**config.mk**
```make
export PLATFORM = sky130hd
export DESIGN_NAME = lupe_queue
export DESIGN_NICKNAME = d
export VERILOG_FILES = /design/src/lupe_pkg.sv /design/src/lupe_queue.sv
export SDC_FILE = /design/constraint.sdc
export NUM_CORES = 1
export LEC_CHECK = 0
export ABC_AREA = 1
export ABC_CLOCK_PERIOD_IN_PS = 5490
export BUFFER_PORTS_ARGS = -buffer_cell sky130_fd_sc_hd__buf_4
export CAP_MARGIN = 20
export CORE_ASPECT_RATIO = 1.75
export CORE_MARGIN = 5
export CORE_UTILIZATION = 60
export CTS_BUF_LIST = sky130_fd_sc_hd__clkbuf_4 sky130_fd_sc_hd__clkbuf_8
export CTS_CLUSTER_SIZE = 40
export DETAILED_ROUTE_END_ITERATION = 12
export PLACE_DENSITY = 0.91
export REMOVE_ABC_BUFFERS = 1
export SLEW_MARGIN = 20
export SYNTH_ARGS = -nofsm -noshare
export SYNTH_HDL_FRONTEND = slang
export SYNTH_SLANG_ARGS = --single-unit
```
**constraint.sdc**
```tcl
create_clock -name clk -period 5.49 [get_ports clk]
set_input_delay 0.549 -clock clk [delete_from_list [all_inputs] [get_ports clk]]
set_output_delay 0.549 -clock clk [all_outputs]
set_load 0.005 [all_outputs]
```
**src/lupe_pkg.sv**
```systemverilog
`default_nettype none

package lupe_pkg;

    localparam int MAX_UNIT_CHANNELS  = 510;
    localparam int MAX_CHUNK          = 255;
    localparam int FRAME_CHANNELS_MAX = 65536;
    localparam int SHORT_COUNT        = 30;
    localparam int MAX_START_PIXEL    = MAX_UNIT_CHANNELS / 3;
    localparam int MAX_UNIT_ADDRESS   = 240;

    localparam int CFG_INDEX_W = 3;
    localparam int CFG_DATA_W  = 17;
    localparam int POS_W       = 17;
    localparam int SKIP_W      = 9;
    localparam int REM_W       = 10;

    localparam int QUEUE_DEPTH = 4;
    localparam int QPTR_W      = $clog2(QUEUE_DEPTH);

    localparam logic [CFG_INDEX_W-1:0] REG_UNIT_ADDRESS   = 3'd0;
    localparam logic [CFG_INDEX_W-1:0] REG_START_PIXEL    = 3'd1;
    localparam logic [CFG_INDEX_W-1:0] REG_PIXEL_COUNT    = 3'd2;
    localparam logic [CFG_INDEX_W-1:0] REG_FRAME_OFFSET   = 3'd3;
    localparam logic [CFG_INDEX_W-1:0] REG_FRAME_CHANNELS = 3'd4;

    localparam logic [7:0] BYTE_SYNC       = 8'h00;
    localparam logic [7:0] BYTE_PACKET_CMD = 8'h8E;
    localparam logic [7:0] BYTE_SKIP_LONG  = 8'h3F;
    localparam logic [7:0] BYTE_SKIP_SHORT = 8'h20;
    localparam logic [7:0] BYTE_DATA_LONG  = 8'h1F;

    // one command per accepted beat that produces bytes
    typedef struct packed {
        logic              hdr;
        logic [7:0]        unit_address;
        logic [SKIP_W-1:0] skips;
        logic              trail_empty;
        logic              chunk_hdr;
        logic [7:0]        chunk_len;
        logic              data;
        logic [7:0]        value;
        logic              last;
    } cmd_t;

    // back end working copy of a command, flags cleared as bytes go out
    typedef struct packed {
        logic              h0;
        logic              h1;
        logic              h2;
        logic [7:0]        unit_address;
        logic [SKIP_W-1:0] skip_left;
        logic              skip_len_pend;
        logic [7:0]        skip_len;
        logic              trail_empty;
        logic              chunk_hdr;
        logic              chunk_len_pend;
        logic [7:0]        chunk_len;
        logic              data;
        logic [7:0]        value;
        logic              last;
    } work_t;

endpackage

`default_nettype wire

```
**src/lupe_queue.sv**
```systemverilog
`default_nettype none

module lupe_queue
    import lupe_pkg::*;
(
    input  wire   clk,
    input  wire   rst_n,
    input  wire   push,
    input  cmd_t  push_cmd,
    output logic  full,
    input  wire   pop,
    output cmd_t  head_cmd,
    output logic  empty
);

    cmd_t              slots [QUEUE_DEPTH];
    logic [QPTR_W-1:0] wr_ptr_reg, rd_ptr_reg;
    logic [QPTR_W:0]   count_reg;
    logic              do_push, do_pop;

    assign full     = (count_reg == (QPTR_W+1)'(QUEUE_DEPTH));
    assign empty    = (count_reg == '0);
    assign do_push  = push && !full;
    assign do_pop   = pop && !empty;
    assign head_cmd = slots[rd_ptr_reg];

    always_ff @(posedge clk)
    begin
        if (do_push)
            slots[wr_ptr_reg] <= push_cmd;
    end

    always_ff @(posedge clk or negedge rst_n)
    begin
        if (!rst_n)
        begin
            wr_ptr_reg <= '0;
            rd_ptr_reg <= '0;
            count_reg  <= '0;
        end
        else
        begin
            if (do_push)
                wr_ptr_reg <= wr_ptr_reg + QPTR_W'(1);
            if (do_pop)
                rd_ptr_reg <= rd_ptr_reg + QPTR_W'(1);
            if (do_push && !do_pop)
                count_reg <= count_reg + (QPTR_W+1)'(1);
            else if (do_pop && !do_push)
                count_reg <= count_reg - (QPTR_W+1)'(1);
        end
    end

endmodule

`default_nettype wire

```
==> metrics.txt <==
hpwl dp=8380 um; Routed WL=13800 um; Sw Share=0.354; Maximum Capacitance Violations=0; worst slew pin tran=1.02 ns; Pins Over Slew Limit=0; sequential share of the synthesized area=0.699; Slowest-stage cell, CP=dfrtp_2; I/O Pins=82; largest family of logic cells by synthesized area=compound AO/OA/AOI/OAI gates; Iter 0 DRT Violations=341; Core ar.=11100 sq um; Detail Route Antenna Nets=0; CP Max Fanout=41; GR met3 Demand/Resource=0.0445; Crit path required time=4.94 ns; # diodes=0; largest net degree at the start of global routing=155; grt peak-use layer=met2; WP depth=5; xor-xnor portion of the synthesized cell area=0.00129; root buffer selected by CTS=clkbuf_8; clock skew=0.00976 ns; Total GRT Usage=0.205; Area contributors post-synth=edfxtp_1, o211ai_2, nand2_1; Final Net Count=634; layout cells sized above 1=0.321; maximum root-to-sink buffer count=2; Seq cells post-synth=159; Starting Density=0.611; Worst setup EP type=output pin; adder-cell area share of the yosys netlist=0.0122; Psw=1.45 mW; Area growth syn-to-layout=16.6%; number of flip-flops in the largest register=152; drt first pass iters=6; die height=151 um; first-pass GRT wire length=21200 um; Distinct cells, synth=18; Via density=5.57; RR Startpoint=rd_ptr_reg[1]; EDFF count, synth=152; most frequent cells after synthesis=edfxtp_1, nand2_1, inv_1; worst skew pair latency=0.43 ns; Worst R2R Path Depth=6; vias=4069; Tot Pwr=4.11 mW; Post-Synth Simple-Gate Area=0.0814; post-synthesis compound-gate area fraction=0.128; CTS Buf Count=17; Max-slew headroom=0.323; Yosys top cell area share=0.673; IO Port Bufs=81; initial antenna violation count=0; setup bufs post-CTS=0; multiplexer share of the synthesized area=0; CTS tree=built; CP Class=reg -> out; Arr. time, crit path=2.60 ns; DIE WIDTH=90.4 um; final hold viol count=0; Reg power frac=0.426; Post-Syn Instances=505; FF+latch area=4740 sq um; GR Util met2=0.385; CP Launch Type=flop; count leader, synth=edfxtp_1; critical path's largest stage delay=1.04 ns; Worst Path Buf+Inv=3; Hold Path Cell Cnt=1; leak pwr=3.29 nW; die area=13600 sq um; # clock sinks=159; crit-path cells=inv_2 -> buf_12 -> o211ai_2 -> nand2_1 -> buf_4; P per Cell Area=519 nW/um^2; Row Count=51; Avg Synthesized Cell Area=13.4 sq um; H-tree Lvls=4; Netlist Area Pre-Place=6780 sq um; share of flip-flops with an asynchronous set or reset=0.0440; family with the most delay on the worst path=flip-flops; drt drc=0; RSZ-0062 raised after global routing=false; hold path start=push_cmd[27]; Synthesis Warnings=0; Synth area leader=edfxtp_1; final setup vio count=0; worst hold path type=in -> reg; internal power=2.65 mW; number of global-route vias before repair=4344; Logic pwr share=0.376; Clk pwr share=0.198; setup TNS=0 ns; ys flop type=edfxtp_1; final critical-path share of the clock period=0.573; Multi-input gate area=1540 sq um; clock transition at the registers of the reported paths=0.08 ns; met1 Resource Use GR=0.212; Routed WL per cell=18.9 um; outcome=complete, no violations; origin of the worst setup path=rd_ptr_reg[1]; fillers=670; fin crit period=3.15 ns; routability congestion estimate=0.814; worst vdd ir=610 uV; Fmax=318 MHz; grt ovf=0
==> repair_timing <==
action,CTS,global route
hold buffers,1,0
endpoints found under the hold margin,7,0
gates resized for setup,0,0
==> cell type report <==
class                           instances  area share
Sequential cell                       159       0.600
Multi-Input combinational cell        228       0.195
Timing Repair Buffer                   87      0.0912
Inverter                               93      0.0451
Clock buffer                           20      0.0325
Tap cell                              132      0.0209
Clock inverter                         11      0.0150
==> per-stage QoR <==
step | cells | hold WS, ns | setup WS [ns] | area (sq um) | utilization
final | 730 | 0.310 | 2.34 | 7900 | 0.712
after detailed placement | 697 | 0.370 | 2.63 | 7490 | 0.675
after global placement | 694 | 0.364 | 2.62 | 7420 | 0.668
after global routing | 730 | 0.287 | 2.20 | 7900 | 0.712
after floorplan | 480 | 0.253 | 2.74 | 6610 | -
after CTS | 729 | 0.286 | 2.12 | 7880 | 0.710
==> final timing paths <==
check                           endpoint  slack [ns]
min reg2reg                wr_ptr_reg[1]        0.54
min in group asynchronous   count_reg[0]        0.46
max reg2reg                rd_ptr_reg[1]        3.25
min                         slots[2][27]        0.31
max in group asynchronous  rd_ptr_reg[1]        4.90
max                         head_cmd[29]        2.34
==> cells by family (layout without fill, tap and decap cells) <==
logic type,after synthesis,count (layout)
XOR/XNOR,1,1
AO/OA/AOI/OAI,77,77
buffers and inverters,118,211
adder cells (fa/ha/maj),6,6
flip-flops,159,159
AND/OR/NAND/NOR,144,144
==> routing by layer <==
| metal | wire length [um] | part of all wire |
|---|---|---|
| met1 | 4910 | 0.36 |
| met2 | 7810 | 0.57 |
| met3 | 595 | 0.043 |
| met4 | 459 | 0.033 |
| met5 | 0 | 0 |
==> placed cells by master, fill, tap and decap left out, types with 2 or more instances in the layout <==
cell type   instances
edfxtp_1          152
buf_12              2
clkbuf_4            3
inv_1              81
o211ai_1           17
clkinv_4            2
clkinvlp_4          3
clkinv_2            3
o211ai_2           59
buf_16              2
dfrtp_1             6
buf_4              82
ha_1                5
inv_2              11
bufinv_16           2
nand3_1             7
nand2_1           132
clkbuf_8           17
nor2_4              4
==> power groups by stage <==
| stage | clock network [mW] | registers [mW] | logic, mW |
|---|---|---|---|
| global route | 0.880 | 1.77 | 1.68 |
| detailed placement | 0 | 1.77 | 1.53 |
| global placement | 0 | 1.76 | 1.42 |
| floorplan | 0 | 1.74 | 0.865 |
| CTS | 0.819 | 1.75 | 1.55 |
| finish | 0.811 | 1.75 | 1.54 |
(Power assumes the default switching activity.)
