===== src/lupe_pkg.sv =====
`default_nettype none

package lupe_pkg;

    localparam int MAX_UNIT_CHANNELS  = 510;
    localparam int MAX_CHUNK          = 255;
    localparam int FRAME_CHANNELS_MAX = 65536;
    localparam int SHORT_COUNT        = 30;
    localparam int MAX_START_PIXEL    = MAX_UNIT_CHANNELS / 3;
    localparam int MAX_UNIT_ADDRESS   = 240;

    localparam int CFG_INDEX_W = 3;
    localparam int CFG_DATA_W  = 17;
    localparam int POS_W       = 17;
    localparam int SKIP_W      = 9;
    localparam int REM_W       = 10;

    localparam int QUEUE_DEPTH = 4;
    localparam int QPTR_W      = $clog2(QUEUE_DEPTH);

    localparam logic [CFG_INDEX_W-1:0] REG_UNIT_ADDRESS   = 3'd0;
    localparam logic [CFG_INDEX_W-1:0] REG_START_PIXEL    = 3'd1;
    localparam logic [CFG_INDEX_W-1:0] REG_PIXEL_COUNT    = 3'd2;
    localparam logic [CFG_INDEX_W-1:0] REG_FRAME_OFFSET   = 3'd3;
    localparam logic [CFG_INDEX_W-1:0] REG_FRAME_CHANNELS = 3'd4;

    localparam logic [7:0] BYTE_SYNC       = 8'h00;
    localparam logic [7:0] BYTE_PACKET_CMD = 8'h8E;
    localparam logic [7:0] BYTE_SKIP_LONG  = 8'h3F;
    localparam logic [7:0] BYTE_SKIP_SHORT = 8'h20;
    localparam logic [7:0] BYTE_DATA_LONG  = 8'h1F;

    // one command per accepted beat that produces bytes
    typedef struct packed {
        logic              hdr;
        logic [7:0]        unit_address;
        logic [SKIP_W-1:0] skips;
        logic              trail_empty;
        logic              chunk_hdr;
        logic [7:0]        chunk_len;
        logic              data;
        logic [7:0]        value;
        logic              last;
    } cmd_t;

    // back end working copy of a command, flags cleared as bytes go out
    typedef struct packed {
        logic              h0;
        logic              h1;
        logic              h2;
        logic [7:0]        unit_address;
        logic [SKIP_W-1:0] skip_left;
        logic              skip_len_pend;
        logic [7:0]        skip_len;
        logic              trail_empty;
        logic              chunk_hdr;
        logic              chunk_len_pend;
        logic [7:0]        chunk_len;
        logic              data;
        logic [7:0]        value;
        logic              last;
    } work_t;

endpackage

`default_nettype wire


===== src/lupe_out_if.sv =====
`default_nettype none

interface lupe_out_if;
    logic       valid;
    logic       ready;
    logic [7:0] out_byte;
    logic       packet_end;

    modport source (output valid, output out_byte, output packet_end, input ready);
    modport sink (input valid, input out_byte, input packet_end, output ready);
endinterface

`default_nettype wire


===== src/lupe_back.sv =====
`default_nettype none

module lupe_back
    import lupe_pkg::*;
(
    input  wire        clk,
    input  wire        rst_n,
    input  wire        q_empty,
    input  cmd_t       q_head,
    output logic       q_pop,
    lupe_out_if.source packet
);

    work_t      work_reg, work_next;
    work_t      stepped, after;
    logic       out_valid_reg;
    logic [7:0] out_byte_reg;
    logic       out_end_reg;
    logic       load_out;
    logic       emit;
    logic [7:0] byte_sel;
    logic       end_sel;
    logic [7:0] j;

    function automatic logic busy(input work_t w);
        busy = w.h0 || w.h1 || w.h2 || w.skip_len_pend || (w.skip_left != '0)
            || w.trail_empty || w.chunk_hdr || w.chunk_len_pend || w.data || w.last;
    endfunction

    function automatic work_t from_cmd(input cmd_t c);
        work_t w;
        w                = '0;
        w.h0             = c.hdr;
        w.h1             = c.hdr;
        w.h2             = c.hdr;
        w.unit_address   = c.unit_address;
        w.skip_left      = c.skips;
        w.trail_empty    = c.trail_empty;
        w.chunk_hdr      = c.chunk_hdr;
        w.chunk_len      = c.chunk_len;
        w.data           = c.data;
        w.value          = c.value;
        w.last           = c.last;
        from_cmd = w;
    endfunction

    assign load_out = !out_valid_reg || packet.ready;
    assign emit     = busy(work_reg) && load_out;

    always_comb
    begin
        stepped  = work_reg;
        byte_sel = BYTE_SYNC;
        end_sel  = 1'b0;
        j        = (work_reg.skip_left > SKIP_W'(MAX_CHUNK))
                 ? 8'(MAX_CHUNK) : work_reg.skip_left[7:0];

        if (work_reg.h0)
        begin
            stepped.h0 = 1'b0;
        end
        else if (work_reg.h1)
        begin
            byte_sel   = work_reg.unit_address;
            stepped.h1 = 1'b0;
        end
        else if (work_reg.h2)
        begin
            byte_sel   = BYTE_PACKET_CMD;
            stepped.h2 = 1'b0;
        end
        else if (work_reg.skip_len_pend)
        begin
            byte_sel              = work_reg.skip_len;
            stepped.skip_len_pend = 1'b0;
        end
        else if (work_reg.skip_left != '0)
        begin
            stepped.skip_left = work_reg.skip_left - {1'b0, j};
            if (j > 8'(SHORT_COUNT))
            begin
                byte_sel              = BYTE_SKIP_LONG;
                stepped.skip_len_pend = 1'b1;
                stepped.skip_len      = j;
            end
            else
            begin
                byte_sel = BYTE_SKIP_SHORT | j;
            end
        end
        else if (work_reg.trail_empty)
        begin
            end_sel             = 1'b1;
            stepped.trail_empty = 1'b0;
        end
        else if (work_reg.chunk_hdr)
        begin
            stepped.chunk_hdr = 1'b0;
            if (work_reg.chunk_len > 8'(SHORT_COUNT))
            begin
                byte_sel               = BYTE_DATA_LONG;
                stepped.chunk_len_pend = 1'b1;
            end
            else
            begin
                byte_sel = work_reg.chunk_len;
            end
        end
        else if (work_reg.chunk_len_pend)
        begin
            byte_sel               = work_reg.chunk_len;
            stepped.chunk_len_pend = 1'b0;
        end
        else if (work_reg.data)
        begin
            byte_sel     = (work_reg.value == 8'd0) ? 8'd1 : work_reg.value;
            stepped.data = 1'b0;
        end
        else
        begin
            end_sel      = 1'b1;
            stepped.last = 1'b0;
        end

        after     = emit ? stepped : work_reg;
        q_pop     = !busy(after) && !q_empty;
        work_next = q_pop ? from_cmd(q_head) : after;
    end

    always_ff @(posedge clk or negedge rst_n)
    begin
        if (!rst_n)
        begin
            work_reg      <= '0;
            out_valid_reg <= 1'b0;
        end
        else
        begin
            work_reg <= work_next;
            if (load_out)
                out_valid_reg <= emit;
        end
    end

    always_ff @(posedge clk)
    begin
        if (emit)
        begin
            out_byte_reg <= byte_sel;
            out_end_reg  <= end_sel;
        end
    end

    assign packet.valid      = out_valid_reg;
    assign packet.out_byte   = out_byte_reg;
    assign packet.packet_end = out_end_reg;

endmodule

`default_nettype wire


===== src/flat_wrapper.sv =====
// flat-port wrapper written by rule: the top's interface ports become plain ports
module lupe_back_flat import lupe_pkg::*;
  (clk, rst_n, q_empty, q_head, q_pop, packet_valid, packet_out_byte, packet_packet_end, packet_ready);
  lupe_out_if packet_i ();
  input  wire clk;
  input  wire rst_n;
  input  wire q_empty;
  input  cmd_t q_head;
  output logic q_pop;
  output wire logic [$bits(packet_i.valid)-1:0] packet_valid;
  output wire logic [$bits(packet_i.out_byte)-1:0] packet_out_byte;
  output wire logic [$bits(packet_i.packet_end)-1:0] packet_packet_end;
  input wire logic [$bits(packet_i.ready)-1:0] packet_ready;
  assign packet_valid = packet_i.valid;
  assign packet_out_byte = packet_i.out_byte;
  assign packet_packet_end = packet_i.packet_end;
  assign packet_i.ready = packet_ready;
  lupe_back u_core (.clk(clk), .rst_n(rst_n), .q_empty(q_empty), .q_head(q_head), .q_pop(q_pop), .packet(packet_i));
endmodule

===== config.mk =====
export PLATFORM = sky130hd
export DESIGN_NAME = lupe_back_flat
export DESIGN_NICKNAME = d
export VERILOG_FILES = /design/src/lupe_pkg.sv /design/src/lupe_out_if.sv /design/src/lupe_back.sv /design/src/flat_wrapper.sv
export SDC_FILE = /design/constraint.sdc
export NUM_CORES = 1
export LEC_CHECK = 0
export BUFFER_PORTS_ARGS = -buffer_cell sky130_fd_sc_hd__buf_2
export CAP_MARGIN = 10
export CORE_UTILIZATION = 50
export CTS_BUF_LIST = sky130_fd_sc_hd__clkbuf_4 sky130_fd_sc_hd__clkbuf_8 sky130_fd_sc_hd__clkbuf_16
export CTS_CLUSTER_DIAMETER = 50
export DETAILED_ROUTE_END_ITERATION = 8
export HOLD_SLACK_MARGIN = 0.08
export PLACE_DENSITY = 0.68
export SETUP_SLACK_MARGIN = 0.3
export SYNTH_ARGS = -nofsm -noshare
export SYNTH_HDL_FRONTEND = slang
export SYNTH_SLANG_ARGS = --single-unit

===== constraint.sdc =====
create_clock -name clk -period 6.8 [get_ports clk]
set_clock_uncertainty 0.15 [all_clocks]
set_input_delay 1.36 -clock clk [delete_from_list [all_inputs] [get_ports clk]]
set_output_delay 1.36 -clock clk [all_outputs]
set_load 0.02 [all_outputs]

==> impl_metrics.yaml, run 1 <==
place:
  portBuffers: 52
  dpl.cell_count: 413
  place_congestion: 0.851
  post_dp_cell_area_mm2: 0.00348
  place_hpwl_um: 5290
  dp_slack_ns: 1.42
drt:
  drtPass1Iterations: 4
  avgRoutedWirePerCell_um: 17.4
  wirelength_um: 7470
  via_count: 2557
  post-route-drc-count: 0
  ant_nets: 0
  drt-initial-drc-count: 185
  vias_per_cell: 5.96
cts:
  holdBufCountCts: 0
  cts_num_sinks: 60
  insertion_delay_ns: 0.33
  cts.repair.resized: 0
  cts_buffers: 9
  htree_levels: 3
  clk_path_buf_depth: 2
  cts_tree: "done"
  postCtsSetupRepairBufs: 0
  clock_tree.root_cell: "clkbuf_8"
  path_clk_slew_ns: 0.06
timing:
  post-route-min-period_ns: 5.43
  hold_slack_ns: 0.368
  fin_ws_ns: 1.37
  post-route-period-util: 0.798
  setup_tns_ns: 0
  setup_viol: 0
  hold_viol: 0
  worst_pin_slew_ns: 0.934
  relSlewSlack: 0.378
  fmax_ghz: 0.184
  rsz0062_at_grt: "no"
  slew_violations: 0
worst_setup_path:
  path_class: "in -> out"
  crit_fanout: 21
  worstSetupStartpointType: "primary input"
  worstPathBufferInverterCount: 4
  crit_path_frequent_cell: "buf_2"
  path_delay_family: "simple AND/OR/NAND/NOR gates"
  arrival_ns: 3.92
  slowest_stage: "nor4_1"
  cp-end-kind: "primary output"
  slowest_delay_ns: 0.78
  crit_required_ns: 5.29
  path_cells: "buf_2 > nor2b_1 > nor4_1 > and2_0 > a31oi_1 > a2111oi_4 > nand4_2 > buf_4 > inv_2 > buf_2"
synth:
  ys_ff_latch: 60
  netlist_area_mm2: 0.00320
  yosysWarningCount: 0
  synth_top_flop_cell: "dfrtp_1"
  yosysTopAreaCell: "dfrtp_1"
  yosysSeqAreaShare: 0.483
  synth_area_leaders: "dfrtp_1 (40%), edfxtp_1 (8.4%), mux2_4 (7.5%)"
  synth-edff-count: 9
  ys_async_sr_fraction: 0.850
  synth_cell_type_count: 57
  avgSynthCellArea_um2: 10.5
  synth_top_area_frac: 0.398
  synthCells: 304
  synth_nets: 347
power:
  combPwrFrac: 0.413
  power.share.switching: 0.399
  ir_drop_mv: 0.234
  p_clk_frac: 0.168
  power_switching_uw: 671
  p_leak_nw: 1.68
  p_int_mw: 1.01
  power.density_mw_per_mm2: 460
  seqPwrFrac: 0.419
global_routing:
  grt_max_degree: 52
  grt_pass1_wl_um: 12400
  antenna_found_initial: 0
  grt-ovfl-total: 0
  grt.total_usage: 0.253
  grt_pass1_vias: 2536
layout:
  fin_area_mm2: 0.00365
  n_fill_cell: 532
  largest_register_ffs: 26
  antenna_cells: 0
  syn_to_final_growth_pct: 14.0
  fin_cells: 429
  drive_above_1_share: 0.280
  nNetsFinal: 392
floorplanning:
  die_w_um: 82.0
  start_util: 0.528
  io_pins: 53
  dieArea_mm2: 0.00673
  core.rowCount: 28
  die_h_um: 82.0
  core_mm2: 0.00606
outcome:
  status: "finished clean"
flow_run:
  maxCapViolations: 0
hold_path:
  hold_path_class: "reg -> reg"
==> logic make-up after synthesis <==
group,share of synthesized area
multiplexers,0.103
AND/OR/NAND/NOR,0.164
adder cells (fa/ha/maj),0.00391
AO/OA/AOI/OAI,0.195
XOR/XNOR,0.00547
flip-flops,0.483
buffers and inverters,0.0465
==> power groups by stage <==
stage	Sequential, mW	Clock (mW)	Combinational [mW]
detailed placement	0.703	0	0.694
CTS	0.701	0.289	0.696
finish	0.704	0.282	0.695
global route	0.723	0.306	0.773
floorplan	0.651	0	0.561
global placement	0.702	0	0.678
==> layout by cell type (no fill, tap or decap), drive strengths merged, types with 9 or more instances in the layout <==
master  count
buf        56
nand2      22
a211oi      9
clkbuf     13
o21ai      16
dfrtp      51
edfxtp      9
mux2       24
nor2       28
inv        10
nand3      10
==> per-layer routing <==
layer	part of all wire	track usage	vias to the layer above
li1	-	-	1225
met3	0.056	0.0778	10
met2	0.48	0.399	85
met1	0.45	0.329	1237
met4	0.014	0.0825	0
met5	0	0	-
==> cells in the mapped netlist (all sizes together), types with 2 or more instances <==
cell type / count
a211oi: 9
a21bo: 2
a21o: 8
a21oi: 7
a221o: 5
a221oi: 6
a22o: 2
a22oi: 5
a31oi: 6
and2: 2
buf: 7
clkbuf: 15
dfrtp: 51
edfxtp: 9
inv: 10
mux2: 24
nand2: 22
nand2b: 4
nand3: 10
nand4: 3
nor2: 28
nor2b: 5
nor3: 8
nor4: 6
o21ai: 16
o221ai: 2
o31ai: 3
o32ai: 2
or2: 4
or3: 3
or4: 4
==> metrics by stage <==
stage / total power [mW] / utilization
6_report: 1.68 / 0.602
5_1_grt: 1.80 / 0.602
4_1_cts: 1.69 / 0.602
3_5_place_dp: 1.40 / 0.573
3_3_place_gp: 1.38 / 0.573
2_1_floorplan: 1.21 / -
==> path summary, 6_finish.rpt <==
| check | start | to | slack [ns] | depth (start not counted) |
|---|---|---|---|---|
| worst max-delay path | packet_ready | q_pop | 1.37 | 10 |
| worst min-delay path | u_core.stepped[16] | u_core.stepped[16] | 0.37 | 1 |
| worst max register to register | u_core.work_reg[38] | u_core.stepped[11] | 2.81 | 10 |
| worst min register to register | u_core.stepped[16] | u_core.stepped[16] | 0.37 | 1 |
| max in group asynchronous | rst_n | u_core.work_reg[32] | 5.09 | 2 |
| min in group asynchronous | rst_n | u_core.stepped[44] | 0.98 | 2 |
==> area by class of cell <==
cell class,instances,area (um^2),area share
Clock buffer,13,160,0.0439
Clock inverter,3,15.0,0.00411
Inverter,10,37.5,0.0103
Multi-Input combinational cell,212,1510,0.413
Sequential cell,60,1550,0.424
Tap cell,75,93.8,0.0257
Timing Repair Buffer,56,290,0.0795
(Power assumes the default switching activity.)
==> run 2: changes to the inputs <==
--- a/config.mk
+++ b/config.mk
@@ -5,6 +5,7 @@
 export SDC_FILE = /design/constraint.sdc
 export NUM_CORES = 1
 export LEC_CHECK = 0
+export ABC_AREA = 1
 export BUFFER_PORTS_ARGS = -buffer_cell sky130_fd_sc_hd__buf_2
 export CAP_MARGIN = 10
 export CORE_UTILIZATION = 50
@@ -12,7 +13,7 @@
 export CTS_CLUSTER_DIAMETER = 50
 export DETAILED_ROUTE_END_ITERATION = 8
 export HOLD_SLACK_MARGIN = 0.08
-export PLACE_DENSITY = 0.68
+export PLACE_DENSITY = 0.7
 export SETUP_SLACK_MARGIN = 0.3
 export SYNTH_ARGS = -nofsm -noshare
 export SYNTH_HDL_FRONTEND = slang
==> constraint.sdc (replaced) <==
create_clock -name clk -period 4.6 [get_ports clk]
set_clock_uncertainty 0.15 [all_clocks]
set_input_delay 0.92 -clock clk [delete_from_list [all_inputs] [get_ports clk]]
set_output_delay 0.92 -clock clk [all_outputs]
set_load 0.02 [all_outputs]
==> impl_metrics.yaml, run 2 <==
outcome:
  status: "finished clean"
cts:
  cts.repair.resized: 0
  htree_levels: 3
  path_clk_slew_ns: 0.07
  postCtsSetupRepairBufs: 0
  holdBufCountCts: 0
  clock_tree.root_cell: "clkbuf_8"
  insertion_delay_ns: 0.35
  cts_tree: "done"
  cts_buffers: 9
  cts_num_sinks: 60
  clk_path_buf_depth: 2
place:
  place_hpwl_um: 6760
  portBuffers: 52
  dpl.cell_count: 617
  place_congestion: 0.989
synth:
  synth_cell_type_count: 39
  synthCells: 483
  synth_area_leaders: "dfrtp_1 (36%), nand2_1 (16%), edfxtp_1 (7.5%)"
  ys_async_sr_fraction: 0.850
  synth_common_cells: "nand2_1 (149), inv_1 (55), dfrtp_1 (51)"
  yosysSeqAreaShare: 0.430
  synth_top_area_frac: 0.355
  synth-edff-count: 9
  synth_nets: 526
  avgSynthCellArea_um2: 7.44
  yosysMostFrequentCell: "nand2_1"
  netlist_area_mm2: 0.00359
  synth_top_flop_cell: "dfrtp_1"
  yosysTopAreaCell: "dfrtp_1"
  ys_ff_latch: 60
  yosysWarningCount: 0
power:
  p_clk_frac: 0.230
  p_int_mw: 1.13
  p_leak_nw: 2.10
  power.share.switching: 0.431
  combPwrFrac: 0.382
  power_switching_uw: 853
  power.density_mw_per_mm2: 488
  power.total_mw: 1.98
  ir_drop_mv: 0.263
  seqPwrFrac: 0.388
drt:
  wirelength_um: 8910
  via_count: 3303
  drtPass1Iterations: 6
  drt-initial-drc-count: 206
  ant_nets: 0
  post-route-drc-count: 0
  avgRoutedWirePerCell_um: 14.1
  vias_per_cell: 5.22
floorplanning:
  die_w_um: 86.8
  dieArea_mm2: 0.00753
  core_mm2: 0.00687
  io_pins: 53
  start_util: 0.523
  die_h_um: 86.8
  core.rowCount: 30
global_routing:
  antenna_found_initial: 0
  grt-ovfl-total: 0
  grt_pass1_wl_um: 14700
  grt_pass1_vias: 3023
  grt_max_degree: 52
  grt.total_usage: 0.260
layout:
  mostFrequentLayoutCell: "nand2_1"
  antenna_cells: 0
  syn_to_final_growth_pct: 12.9
  largest_register_ffs: 26
  most-common-layout-cells: "nand2_1 (149), inv_1 (55), buf_2 (52)"
  drive_above_1_share: 0.197
  post-route-util: 0.591
  nNetsFinal: 575
  fin_cells: 633
worst_setup_path:
  arrival_ns: 2.81
  cp-end-kind: "primary output"
  crit_fanout: 16
  worstSetupStartpointType: "flip-flop"
  slowest_stage: "dfrtp_1"
  path_cells: "nand2_1 > ha_1 > nand2_1 > nor2_1 > xnor2_1 > o21ai_0 > nor2_1 > nand2_1 > nor2_1 > nand3_2 > inv_2 > buf_2"
  rrSetupSlack_ns: 1.53
  slowest_delay_ns: 0.71
  crit_required_ns: 3.53
  path_class: "reg -> out"
timing:
  setup_tns_ns: 0
  post-route-period-util: 0.844
  setup_viol: 0
  relSlewSlack: 0.575
  worst_pin_slew_ns: 0.637
  hold_viol: 0
  post-route-min-period_ns: 3.88
  fmax_ghz: 0.258
  slew_violations: 0
  rsz0062_at_grt: "no"
flow_run:
  maxCapViolations: 0
hold_path:
  hold_path_class: "reg -> reg"
run 2: cell types whose count changed in the layout (fill, tap and decap cells not counted), sizes merged, moves of 5 or more:
cell    change
a21o        -8
o21ai       +6
inv        +51
a22oi       -5
a221o       -5
nand3      +44
a221oi      -6
nor3        -5
a211oi      -8
nand2     +131
a21oi      +11
nor2       +32
nor2b       -5
mux2       -24
run 2: path summary, 6_finish.rpt:
path / from / to / depth (start not counted)
setup / recovery: u_core.work_reg[38] / q_pop / 12
hold / removal: u_core.stepped[1] / u_core.stepped[1] / 2
setup reg to reg: u_core.work_reg[38] / u_core.work_reg[47] / 14
hold reg to reg: u_core.stepped[1] / u_core.stepped[1] / 2
max in group asynchronous: rst_n / u_core.work_reg[47] / 2
min in group asynchronous: rst_n / u_core.work_reg[28] / 2
run 2: power by group through the flow:
stage,clock network [mW],logic [mW],registers [mW]
2_1_floorplan,0,0.601,0.736
3_3_place_gp,0,0.733,0.772
3_5_place_dp,0,0.747,0.772
4_1_cts,0.461,0.754,0.764
5_1_grt,0.481,0.863,0.777
6_report,0.455,0.757,0.769
run 2: logic make-up (layout without fill, tap and decap cells):
logic type / count (synthesis) / in the layout / share of synthesized area
simple gates: 280 / 280 / 0.355
flops: 60 / 60 / 0.430
compound gates: 60 / 60 / 0.100
fa+ha+maj: 1 / 1 / 0.00348
buf+inv: 79 / 133 / 0.103
xor+xnor: 3 / 3 / 0.00731
run 2: cell type report:
class                           count  area, um^2
Tap cell                           96         120
Clock buffer                       10         149
Sequential cell                    60        1550
Fill cell                         663        2810
Inverter                           61         230
Multi-Input combinational cell    344        1680
Clock inverter                      6        45.0
Timing Repair Buffer               56         290
run 2: metrics by stage:
| stage | cell area [um^2] | hold WS, ns | setup slack [ns] |
|---|---|---|---|
| after floorplan | 3590 | 0.287 | 1.20 |
| after global placement | 3860 | 0.319 | 0.947 |
| after detailed placement | 3860 | 0.329 | 0.890 |
| after CTS | 4060 | 0.348 | 0.716 |
| after global routing | 4060 | 0.362 | 0.485 |
| final | 4060 | 0.338 | 0.718 |
run 2: layer usage:
metal,track usage,part of all wire,vias up
met2,0.397,0.44,119
met5,0,0,-
met3,0.0371,0.059,20
met4,0.117,0.025,0
li1,-,-,1650
met1,0.368,0.48,1514
run 2: worst max-delay path, delay by kind of cell (launching register included):
kind	cells	cell delay, ns
simple gates	7	0.73
flops	1	0.71
buf+inv	2	0.36
fa+ha+maj	1	0.26
xor+xnor	1	0.26
compound gates	1	0.14
==> run 3: changes to the inputs <==
--- a/config.mk
+++ b/config.mk
@@ -13,7 +13,7 @@
 export CTS_CLUSTER_DIAMETER = 50
 export DETAILED_ROUTE_END_ITERATION = 8
 export HOLD_SLACK_MARGIN = 0.08
-export PLACE_DENSITY = 0.7
+export PLACE_DENSITY = 0.67
 export SETUP_SLACK_MARGIN = 0.3
 export SYNTH_ARGS = -nofsm -noshare
 export SYNTH_HDL_FRONTEND = slang
==> constraint.sdc (replaced) <==
create_clock -name clk -period 4.05 [get_ports clk]
set_clock_uncertainty 0.15 [all_clocks]
set_input_delay 0.81 -clock clk [delete_from_list [all_inputs] [get_ports clk]]
set_output_delay 0.81 -clock clk [all_outputs]
set_load 0.02 [all_outputs]
==> impl_metrics.yaml, run 3 (synthesis gave the netlist of run 2 again) <==
worst_setup_path:
  crit_path_frequent_cell: "nand2_1"
  path_cells: "inv_1 > nand4_4 > nand2_1 > o21ai_1 > nor2_1 > nand2_1 > nor2_2 > nand3_2 > inv_2 > buf_2"
  slowest_stage: "dfrtp_1"
  worstSetupStartpointType: "flip-flop"
  cp-end-kind: "primary output"
  path_class: "reg -> out"
  arrival_ns: 2.54
  crit_required_ns: 3.09
  crit_fanout: 21
  slowest_delay_ns: 0.48
layout:
  most-common-layout-cells: "nand2_1 (149), inv_1 (54), buf_2 (52)"
  syn_to_final_growth_pct: 14.2
  antenna_cells: 0
  nNetsFinal: 581
  mostFrequentLayoutCell: "nand2_1"
  largest_register_ffs: 26
  fin_cells: 639
  n_fill_cell: 666
  drive_above_1_share: 0.214
global_routing:
  grt-ovfl-total: 0
  grt_pass1_vias: 2980
  grt.total_usage: 0.252
  grt_max_degree: 50
  antenna_found_initial: 0
  grt_pass1_wl_um: 14400
power:
  combPwrFrac: 0.395
  p_leak_nw: 2.13
  seqPwrFrac: 0.388
  power_switching_uw: 969
  p_int_mw: 1.27
  power.density_mw_per_mm2: 545
  p_clk_frac: 0.217
  ir_drop_mv: 0.356
  power.share.switching: 0.433
timing:
  setup_tns_ns: 0
  hold_viol: 0
  post-route-min-period_ns: 3.50
  post-route-period-util: 0.865
  relSlewSlack: 0.663
  fmax_ghz: 0.285
  worst_pin_slew_ns: 0.499
  slew_violations: 0
  rsz0062_at_grt: "no"
  setup_viol: 0
floorplanning:
  die_h_um: 86.8
  io_pins: 53
  dieArea_mm2: 0.00753
  core.rowCount: 30
  die_w_um: 86.8
  core_mm2: 0.00687
  start_util: 0.523
drt:
  via_count: 3289
  vias_per_cell: 5.15
  avgRoutedWirePerCell_um: 13.9
  wirelength_um: 8890
  post-route-drc-count: 0
  ant_nets: 0
  drt-initial-drc-count: 287
  drtPass1Iterations: 5
cts:
  holdBufCountCts: 0
  cts_buffers: 9
  cts_num_sinks: 60
  clk_path_buf_depth: 2
  insertion_delay_ns: 0.35
  clock_tree.root_cell: "clkbuf_8"
  htree_levels: 3
  path_clk_slew_ns: 0.08
  cts_tree: "done"
place:
  dpl.cell_count: 618
  portBuffers: 52
  place_hpwl_um: 6660
  place_congestion: 0.952
outcome:
  status: "finished clean"
flow_run:
  maxCapViolations: 0
hold_path:
  hold_path_class: "in -> async"
run 3: changes by cell type in the layout (fill, tap and decap cells not counted):
cell       delta
dfrtp_1       -2
clkinv_4      +1
clkbuf_16     -1
buf_12        +1
dfrtp_2       +2
nor2_1        -1
buf_4         +5
nor2_2        +1
clkinv_2      +1
inv_1         -1
run 3: metal layers:
metal | part of all wire | GRT usage | vias to the layer above
met5 | 0 | 0 | -
met4 | 0.022 | 0.103 | 0
met3 | 0.053 | 0.0381 | 19
met2 | 0.44 | 0.377 | 110
met1 | 0.49 | 0.364 | 1494
li1 | - | - | 1666
run 3: layout make-up:
class	instances	area, um^2	area share
inverters	61	234	0.0570
multi-input cells	344	1680	0.409
clock inverters	7	51.3	0.0125
clock buffers	9	124	0.0302
flip-flops and latches	60	1550	0.377
repair buffers	62	348	0.0848
well taps	96	120	0.0293
run 3: power by group through the flow:
stage	clock network (mW)	logic (mW)	registers, mW
final	0.485	0.884	0.868
after global routing	0.522	1.00	0.878
after CTS	0.495	0.849	0.867
after detailed placement	0	0.844	0.877
after global placement	0	0.834	0.875
after floorplan	0	0.683	0.836
run 3: critical path, delay by kind of cell (launching register included):
kind                   cells  cell delay [ns]
AND/OR/NAND/NOR            6             0.90
buffers and inverters      3             0.71
flip-flops                 1             0.48
AO/OA/AOI/OAI              1             0.09
run 3: final timing paths:
path | from | endpoint | slack [ns] | cells after the start
max | u_core.work_reg[29] | q_pop | 0.55 | 10
min | rst_n | u_core.stepped[44] | 0.26 | 1
max reg2reg | u_core.work_reg[38] | u_core.work_reg[47] | 1.27 | 15
min reg2reg | u_core.stepped[40] | u_core.stepped[40] | 0.34 | 2
max in group asynchronous | rst_n | u_core.work_reg[18] | 2.85 | 3
min in group clk | u_core.stepped[40] | u_core.stepped[40] | 0.34 | 2
run 3: what timing repair did:
action	CTS	global route
hold endpoints to repair	0	0
setup endpoints to repair	1	1
buffers inserted	0	4
gates resized for setup	1	3
run 3: stage by stage:
step | power, mW | utilization | hold slack [ns] | setup WS, ns | instance area [um^2]
finish | 2.24 | 0.597 | 0.259 | 0.547 | 4100
global route | 2.40 | 0.597 | 0.290 | 0.317 | 4100
detailed placement | 1.72 | 0.563 | 0.318 | 0.571 | 3870
floorplan | 1.52 | - | 0.287 | 0.874 | 3590
CTS | 2.21 | 0.589 | 0.336 | 0.323 | 4050
global placement | 1.71 | 0.563 | 0.317 | 0.611 | 3870
